### src/design/bdq_pkg.sv
// shared types and constants for the bounded deque with delete
`default_nettype none

package bdq_pkg;

  localparam int DEPTH_DEF      = 16;
  localparam int DATA_WIDTH_DEF = 32;
  localparam int VALUE_W        = 32;
  localparam int OPCODE_W       = 3;

  typedef enum logic [OPCODE_W-1:0] {
    OP_PUSH_BACK  = 3'd0,
    OP_POP_BACK   = 3'd1,
    OP_UNSHIFT    = 3'd2,
    OP_SHIFT      = 3'd3,
    OP_DELETE     = 3'd4
  } opcode_t;

  // operation broadcast to every cell, already qualified by full/empty
  typedef struct packed {
    logic push;
    logic unshift;
    logic shift;
    logic del;
  } cell_cmd_t;

endpackage

`default_nettype wire

### src/design/bdq_cell.sv
// one storage cell of the deque chain: holds a word and hands it to its neighbors
`default_nettype none

module bdq_cell #(
  parameter int DATA_WIDTH = bdq_pkg::DATA_WIDTH_DEF
) (
  input  wire logic                  clk,
  input  wire bdq_pkg::cell_cmd_t    cmd,
  input  wire logic [DATA_WIDTH-1:0] key,
  input  wire logic                  at_tail,
  input  wire logic                  occupied,
  input  wire logic [DATA_WIDTH-1:0] word_left,
  input  wire logic [DATA_WIDTH-1:0] word_right,
  input  wire logic                  match_in,
  output logic                       match_out,
  output logic [DATA_WIDTH-1:0]      word
);

  // set from the first equal entry onward
  assign match_out = match_in | (occupied && (word == key));

  always_ff @(posedge clk) begin
    if (cmd.unshift) begin
      word <= word_left;
    end else if (cmd.push && at_tail) begin
      word <= key;
    end else if (cmd.shift || (cmd.del && match_out)) begin
      word <= word_right;
    end
  end

endmodule

`default_nettype wire

### src/design/bounded_deque_with_delete_top.sv
// bounded deque with delete by value: a chain of cells plus count and result register
// Usage:
//   Input channel in_valid/in_ready carries opcode and value; output channel
//   out_valid/out_ready carries data_out, occupancy, was_empty, overflow and
//   matched. Every input word gives exactly one output word.
//   Opcodes: push back, pop back, unshift front, shift front, delete first
//   match. The DEPTH cells all compare against value and move their words
//   to a neighbor in the same cycle, so each operation updates the deque in
//   the cycle it is accepted. The result is registered and shows on the
//   output in the cycle after the input word is accepted.
//   Throughput: one word per cycle while the receiver takes results.
//   The single output register is refilled in the cycle it is taken, so the
//   input is ready whenever the output is empty or being taken.
//   Receiver stall: a result waits in the output register and the input
//   stays not ready until that result is taken; nothing is lost.
//   Reset: rst (synchronous) empties the deque and the output register;
//   stored words are not cleared, as only entries below the count are read.
//   A push or unshift into a full deque is dropped and flagged by overflow.
`default_nettype none

module bounded_deque_with_delete_top #(
  parameter int DEPTH      = bdq_pkg::DEPTH_DEF,
  parameter int DATA_WIDTH = bdq_pkg::DATA_WIDTH_DEF,
  localparam int CNT_W     = $clog2(DEPTH + 1),
  localparam int IDX_W     = $clog2(DEPTH)
) (
  input  wire logic                           clk,
  input  wire logic                           rst,
  input  wire logic                           in_valid,
  output logic                                in_ready,
  input  wire logic [bdq_pkg::OPCODE_W-1:0]   opcode,
  input  wire logic [bdq_pkg::VALUE_W-1:0]    value,
  output logic                                out_valid,
  input  wire logic                           out_ready,
  output logic [bdq_pkg::VALUE_W-1:0]         data_out,
  output logic [CNT_W-1:0]                    occupancy,
  output logic                                was_empty,
  output logic                                overflow,
  output logic                                matched
);

  logic [CNT_W-1:0]      count;
  logic [CNT_W-1:0]      count_next;
  logic                  accept;
  logic                  full;
  logic                  empty;
  logic [DATA_WIDTH-1:0] key;
  logic [DATA_WIDTH-1:0] words [DEPTH];
  logic [DEPTH:0]        match_chain;
  logic [IDX_W-1:0]      tail_idx;
  logic [DATA_WIDTH-1:0] removed;
  logic                  was_empty_next;
  logic                  overflow_next;
  logic                  matched_next;
  bdq_pkg::cell_cmd_t    cmd;
  bdq_pkg::opcode_t      op;

  assign in_ready = !out_valid || out_ready;
  assign accept   = in_valid && in_ready;
  assign full     = (count == CNT_W'(DEPTH));
  assign empty    = (count == '0);
  assign key      = DATA_WIDTH'(value);
  assign op       = bdq_pkg::opcode_t'(opcode);
  assign tail_idx = IDX_W'(count - CNT_W'(1));

  assign match_chain[0] = 1'b0;

  for (genvar i = 0; i < DEPTH; i++) begin : g_cell
    logic [DATA_WIDTH-1:0] left;
    logic [DATA_WIDTH-1:0] right;
    if (i == 0) begin : g_first
      assign left = key;
    end else begin : g_mid_l
      assign left = words[i-1];
    end
    if (i == DEPTH - 1) begin : g_last
      assign right = words[i];
    end else begin : g_mid_r
      assign right = words[i+1];
    end
    bdq_cell #(
      .DATA_WIDTH(DATA_WIDTH)
    ) u_cell (
      .clk       (clk),
      .cmd       (cmd),
      .key       (key),
      .at_tail   (count == CNT_W'(i)),
      .occupied  (count > CNT_W'(i)),
      .word_left (left),
      .word_right(right),
      .match_in  (match_chain[i]),
      .match_out (match_chain[i+1]),
      .word      (words[i])
    );
  end

  always_comb begin
    cmd            = '0;
    count_next     = count;
    removed        = '0;
    was_empty_next = 1'b0;
    overflow_next  = 1'b0;
    matched_next   = 1'b0;
    case (op)
      bdq_pkg::OP_PUSH_BACK: begin
        if (full) begin
          overflow_next = 1'b1;
        end else begin
          cmd.push   = accept;
          count_next = count + CNT_W'(1);
        end
      end
      bdq_pkg::OP_POP_BACK: begin
        if (empty) begin
          was_empty_next = 1'b1;
        end else begin
          removed    = words[tail_idx];
          count_next = count - CNT_W'(1);
        end
      end
      bdq_pkg::OP_UNSHIFT: begin
        if (full) begin
          overflow_next = 1'b1;
        end else begin
          cmd.unshift = accept;
          count_next  = count + CNT_W'(1);
        end
      end
      bdq_pkg::OP_SHIFT: begin
        if (empty) begin
          was_empty_next = 1'b1;
        end else begin
          cmd.shift  = accept;
          removed    = words[0];
          count_next = count - CNT_W'(1);
        end
      end
      bdq_pkg::OP_DELETE: begin
        // cells from the first hit onward close the gap on their own
        cmd.del      = accept;
        matched_next = match_chain[DEPTH];
        if (match_chain[DEPTH]) begin
          count_next = count - CNT_W'(1);
        end
      end
      default: begin
      end
    endcase
  end

  always_ff @(posedge clk) begin
    if (rst) begin
      count     <= '0;
      out_valid <= 1'b0;
    end else begin
      if (accept) begin
        count     <= count_next;
        out_valid <= 1'b1;
      end else if (out_ready) begin
        out_valid <= 1'b0;
      end
    end
  end

  always_ff @(posedge clk) begin
    if (accept) begin
      data_out  <= bdq_pkg::VALUE_W'(removed);
      occupancy <= count_next;
      was_empty <= was_empty_next;
      overflow  <= overflow_next;
      matched   <= matched_next;
    end
  end

endmodule

`default_nettype wire

### config.mk
export PLATFORM = sky130hd
export DESIGN_NAME = bounded_deque_with_delete_top
export DESIGN_NICKNAME = d
export VERILOG_FILES = /design/src/design/bdq_pkg.sv /design/src/design/bdq_cell.sv /design/src/design/bounded_deque_with_delete_top.sv
export SDC_FILE = /design/constraint.sdc
export NUM_CORES = 2
export LEC_CHECK = 0
export ABC_AREA = 1
export BUFFER_PORTS_ARGS = -buffer_cell sky130_fd_sc_hd__buf_4
export CORE_MARGIN = 4
export CORE_UTILIZATION = 55
export CTS_CLUSTER_DIAMETER = 200
export DETAILED_ROUTE_END_ITERATION = 6
export PLACE_DENSITY = 0.74
export SLEW_MARGIN = 20
export SYNTH_ARGS = -nofsm -noshare
export SYNTH_HDL_FRONTEND = slang
export SYNTH_SLANG_ARGS = --single-unit
### constraint.sdc
create_clock -name clk -period 4.5 [get_ports clk]
set_input_delay 0.225 -clock clk [delete_from_list [all_inputs] [get_ports clk]]
set_output_delay 0.225 -clock clk [all_outputs]
set_load 0.01 [all_outputs]
======== Word level (Yosys, flattened, before mapping) ========
Cells that the tools add are included.
W data, S select, Z words.
operators by class
  $lt $le $gt $ge ......................... 17
  add/subtract/negate cells ............... 2
  reduce and logical (&&, ||, !) cells .... 86
  muxes and demuxes ....................... 67
  bitwise logic cells ..................... 16
  equality and inequality tests ........... 36
operator list
  cell                   count
  $mux W32               51
  $eq A32 B32 Y1         16
  $bmux W32 S4           1
  $pmux W32 S2           1
  $logic_and A1 B1 Y1    48
  $reduce_bool A3 Y1     15
  $eq A5 B4 Y1 const B   8
  $gt A5 B4 Y1 const B   8
  $eq A5 B3 Y1 const B   4
  $gt A5 B3 Y1 const B   4
  $logic_or A1 B1 Y1     16
  $mux W5                3
  $or A1 B1 Y1           15
  $pmux W5 S3            1
  $eq A5 B2 Y1 const B   2
  $gt A5 B1 Y1 const B   2
  $gt A5 B2 Y1 const B   2
  $mux W1                10
  $eq A3 B2 Y1 const B   2
  $add A5 B1 Y5 const B  1
  $eq A5 B1 Y1 const B   1
  $eq A5 B5 Y1 const B   1
  $ge A5 B5 Y1 const B   1
  $logic_not A5 Y1       1
  8 further kinds        10
storage, ports and cells
  output and inout port bits .............. 42
  input port bits ......................... 39
  bits in registers ....................... 558

======== Depth between registers and ports, before layout ========
  depth after elaboration ................. 21
  depth in mapped cells ................... 23

======== Modules after synthesis ========
A second synthesis with hierarchy kept.
second synthesis, totals
  cells, all modules ...................... 6640
  area, all modules ....................... 43742.0 µm²
modules (own cells, without submodules)
  module                         cells an instance  seq. area each (µm²)  times used  area each (µm²)
  bdq_cell                       308                960.9                 16          2190.9
  bounded_deque_with_delete_top  1712               1321.3                1           8688.3

======== Least setup slack after synthesis ========
OpenSTA, ideal clock, no wires.
  path type ............................... reg-to-reg
  start ................................... register count[0]
  end ..................................... register g_cell[13].u_cell.word[0], enable pin
  arrival time ............................ 4.088 ns
  cell stages (with the launch flop) ...... 19
  slack ................................... -0.018 ns
  buffers on the path ..................... 3
  library setup time ...................... 0.431 ns
  required time ........................... 4.069 ns
  cells stage by stage .................... dfxtp_1 -> clkinv_1 -> clkbuf_1 -> clkbuf_1 -> clkbuf_1 -> ha_1 -> nand2_2 -> nor2_4 -> nor2_1 -> nand3_1 -> nor2_1 -> nor2_4 -> nand4_4 -> nor2_4 -> nand4_4 -> nor2_4 -> nand4_4 -> nor2_8 -> o211ai_1
between the ends
  word-level cells in the longest chain between the ends .. 18
  elaborated cells on any way between the ends .. 53
  classes of those cells .................. order compare: 14; eq/ne: 2; mux: 5; bitwise: 13; reduce/logical: 19
ends and longest elaborated chain
  item                              RTL line                              text
  start, declared                   bounded_deque_with_delete_top.sv:42   logic [CNT_W-1:0] count;
  start signal, assigned            bounded_deque_with_delete_top.sv:157  count <= count_next;
  $gt A5 B1 Y1                      bounded_deque_with_delete_top.sv:88   .occupied (count > CNT_W'(i)),
  $logic_and A1 B1 Y1               bdq_cell.sv:20                        assign match_out = match_in | (occupied && (word == key));
  $or A1 B1 Y1 (13 in a row)        bdq_cell.sv:20
  $logic_and A1 B1 Y1               bdq_cell.sv:27                        end else if (cmd.shift || (cmd.del && match_out)) begin
  $logic_or A1 B1 Y1                bdq_cell.sv:27
  $reduce_bool A3 Y1 (no line) (*)  -
  end signal, assigned              bdq_cell.sv:24                        word <= word_left;
  end signal, assigned              bdq_cell.sv:26                        word <= key;
  end signal, assigned              bdq_cell.sv:28                        word <= word_right;
  end, declared                     bdq_cell.sv:16                        output logic [DATA_WIDTH-1:0] word
Mark *: on every way between the ends. The rest lies on a longest branch, timed or not.
A chain may end at the register's enable or synchronous reset.

======== Final worst setup path ========
  start ................................... register count[0]
  end ..................................... register g_cell[12].u_cell.word[4], enable pin
between the ends
  word-level cells in the longest chain between the ends .. 17
  elaborated cells on any way between the ends .. 50
  classes of those cells .................. order compare: 13; eq/ne: 2; mux: 5; bitwise: 12; reduce/logical: 18
ends and longest elaborated chain
  item                              RTL line
  $gt A5 B1 Y1                      bounded_deque_with_delete_top.sv:88
  $logic_and A1 B1 Y1               bdq_cell.sv:20
  $or A1 B1 Y1 (12 in a row)        bdq_cell.sv:20
  $logic_and A1 B1 Y1               bdq_cell.sv:27
  $logic_or A1 B1 Y1                bdq_cell.sv:27
  $reduce_bool A3 Y1 (no line) (*)  -
  end signal, assigned              bdq_cell.sv:24
  end signal, assigned              bdq_cell.sv:26
  end signal, assigned              bdq_cell.sv:28
  end, declared                     bdq_cell.sv:16
Marks and branches as above.

==> impl_metrics.toml <==
[status]
status = "finished clean"

[power_and_ir_drop]
p_leak_nw = 17.7
pwr_density_cell_nw_per_um2 = 345
intPower_w = 0.0100
pwr-share-seq_pct = 41.5
ir_worst_vdd_v = 0.000270
clockPowerShare_pct = 37.5
swShare_pct = 32.5
comb_power_share_pct = 21.1
netSwitchingPower_w = 0.00482

[logic_synthesis]
synth_edf_count = 552
synth.top_cells.by_area = "edfxtp_1, a21oi_1, nand2_1"
yosysTopAreaCell = "edfxtp_1"
syn_area_um2 = 39500
yosysMostFrequentCell = "nand2_1"
synthesis.nets = 5345
synthCells = 5300
synth.yosys.seq_area_share_pct = 42.3
syn_avg_cell_area_um2 = 7.45
synthTopCellsByCount = "nand2_1, a21oi_1, o21ai_0, edfxtp_1, inv_1"
ys_ff_latch = 558
synthArstFlopShare_pct = 0
synthFlopType = "edfxtp_1"
synth_cell_types = 47
ys_warn_count = 0
synth_top_area_share_pct = 42.0

[critical_path]
worstPathCellList = "inv_8, buf_12, ha_1, nand2_1, nand3_1, nor2_1, nand4_2, nand4_4, nor2_4, nand4_4, nor2_4, nand4_4, nand2_1, nand3_2, buf_12"
r2r-end = "g_cell[12].u_cell.word[4]"
crit_start = "count[0]"
crit_buf_inv = 3
crit_cells = 15
path_delay_family = "simple AND/OR/NAND/NOR gates"
ff2ff_setup_slack_ns = 0.66
rr_worst_depth = 15
path_max_fanout = 205
critical_path_required_ns = 4.85
max_stage_delay_ns = 0.62
startpoint_type = "register"
r2r_start = "count[0]"
critPathKind = "register to register"
endpoint = "g_cell[12].u_cell.word[4]"
crit_slowest_cell = "buf_12"
cp_common_cell = "nand4_4"
worstPathArrival_ns = 4.19
end_kind = "register"

[clock_tree]
post_cts_buffers = 0
cts_made_buffers = 68
clockRootBuffer = "clkbuf_16"
clk_pin_slew_ns = 0.06
cts_tree = "done"
cts.htree.levels = 3
clkLatencyLatePin_ns = 0.63
cts.sinks = 558
clockBufferDepth = 3

[floorplan]
rows = 98
die_w_um = 276
die_h_um = 276
initial_core_util_pct = 55.4
ios = 81
dieArea_um2 = 76200
core_area_um2 = 71400

[detailed_routing]
first_iter_violations = 7986
antenna_left = 0
num_vias = 41000
route.detailed.drc = 0
wl_per_cell_um = 27.5
viasPerCell = 6.69
firstDrtPassIters = 6
finalWirelength_um = 169000

[finish]
final_core_util_pct = 60.2
num-nets-final = 5177
multi_input_area_um2 = 19000
drive_gt1_share_pct = 7.50
regArea_um2 = 16700
synthToLayoutAreaGrowth_pct = 8.83
nFillCells = 6498

[global_routing]
antenna_found_initial = 8
first_global_vias = 36100
overflow = 0
grt_max_degree = 253
grtUsageTotal_pct = 42.1
grt_pass1_wl_um = 243000

[timing]
finalSetupTns_ns = 0
min_period_ns = 3.84
max_freq_mhz = 261
rsz0062_at_grt = "false"
period_share_pct = 85.3
tightest_slew_ns = 1.18
report.final.slew_viol_count = 0
skew_ns = 0.0329
final_hold_viol_count = 0
relSlewSlack_pct = 19.4
finalSetupViolCount = 0

[place]
port_buffers = 80
hpwl_um = 112000
place.gp.congestion = 1.03

[hold_path]
worstHoldPathType = "input port to register"

[job]
max-cap-violations = 0
==> registers in the layout (all words and copies together), names as in the netlist <==
name	flops
out_valid	1
data_out	32
count	5
matched	1
occupancy	5
overflow	1
g_cell.u_cell.word	512
was_empty	1
==> worst register-to-register path, stage by stage, from the launching register on <==
cell and delay, ns:
dfxtp_4 0.38, inv_8 0.07, buf_12 0.62, ha_1 0.32
nand2_1 0.20, nand3_1 0.16, nor2_1 0.12, nand4_2 0.17
nand4_4 0.15, nor2_4 0.16, nand4_4 0.11, nor2_4 0.15
nand4_4 0.13, nand2_1 0.10, nand3_2 0.35, buf_12 0.36
==> through the flow <==
step	total power (W)	cells	setup WS (ns)	hold slack [ns]	area [µm²]
after floorplan	0.00803	5300	0.0205	0.294	39500
after global placement	0.00916	6009	0.113	0.412	40800
after detailed placement	0.00919	6009	0.385	0.411	40800
after CTS	0.0146	6133	0.769	0.0263	43000
after global routing	0.0152	6134	0.576	0.0738	43000
final	0.0148	6137	0.662	0.0475	43000
==> cell families (layout without fill, tap and decap cells) <==
group                    after synthesis  count (layout)  share of synthesized area, %
flip-flops                           558             558                          42.3
AND/OR/NAND/NOR                     1657            1657                          18.0
other                                  0               3                             0
adder cells (fa/ha/maj)                6               6                         0.190
AO/OA/AOI/OAI                       1891            1891                          25.5
XOR/XNOR                             179             179                          3.97
buffers and inverters               1009             893                          10.1
==> layout by cell type (no fill, tap or decap), types with 3 or more instances in the layout <==
cell type  netlist  routed
clkinv_2         1      16
nand3_2          2      15
nor4_1          40      40
nor3_1          29      29
xnor2_1         35      34
nand3_1        157     144
o21ai_0        728     727
nor2_2           3       3
a22oi_1         13      13
ha_1             6       5
bufinv_16        0       5
clkbuf_16        0      71
clkinv_1         8      17
o21ai_1          5       5
inv_6            0       3
clkbuf_1       325      15
nand2_1       1104    1097
buf_12           0      17
o22ai_1         24      24
dfxtp_1          6       5
nor2_1         162     159
edfxtp_1       552     552
diode_2          0       3
nand4_1        137     137
a21oi_2          6       6
inv_2           10      12
nand4_4          3       3
nand2_2          8      15
inv_1          534     531
a221oi_1         6       6
xor2_1         144     143
a21oi_1        913     913
o211ai_1       183     183
nor2_4           6       9
o2111ai_1        6       6
buf_4           22     196
==> how the worst min path moves through the flow <==
stage               slack (ns)  startpoint  cells after the start        end
floorplan                 0.29         rst                      1  out_valid
global placement          0.41         rst                      2  out_valid
detailed placement        0.41         rst                      2  out_valid
CTS                       0.03   opcode[2]                      5   count[0]
global route              0.07   opcode[2]                      5   count[0]
finish                    0.05   opcode[2]                      5   count[0]
==> per-layer routing <==
metal | GRT usage (%) | part of all wire [%]
met1 | 58.8 | 37
met2 | 57.1 | 40
met3 | 13.9 | 17
met4 | 24.2 | 6.9
met5 | 0 | 0.058
==> cell type report <==
type / instances / area share (%)
Antenna cell: 3 / 0.0175
Clock buffer: 86 / 4.26
Clock inverter: 36 / 0.742
Inverter: 555 / 4.91
Multi-Input combinational cell: 3733 / 44.1
Sequential cell: 558 / 38.8
Tap cell: 950 / 2.76
Timing Repair Buffer: 216 / 4.32
==> power by group through the flow <==
stage                     clock [W]  combinational (W)  sequential [W]
after detailed placement          0            0.00294         0.00625
after global placement            0            0.00291         0.00624
after global routing        0.00575            0.00327         0.00617
final                       0.00555            0.00312         0.00615
after CTS                   0.00553            0.00296         0.00614
after floorplan                   0            0.00182         0.00621
==> timing repair <==
| item | in CTS | in global routing |
|---|---|---|
| hold buffers | 2 | 0 |
| hold endpoints to repair | 1 | 0 |
| resized for setup | 0 | 0 |
No activity file was read; power rests on OpenSTA's default activity.
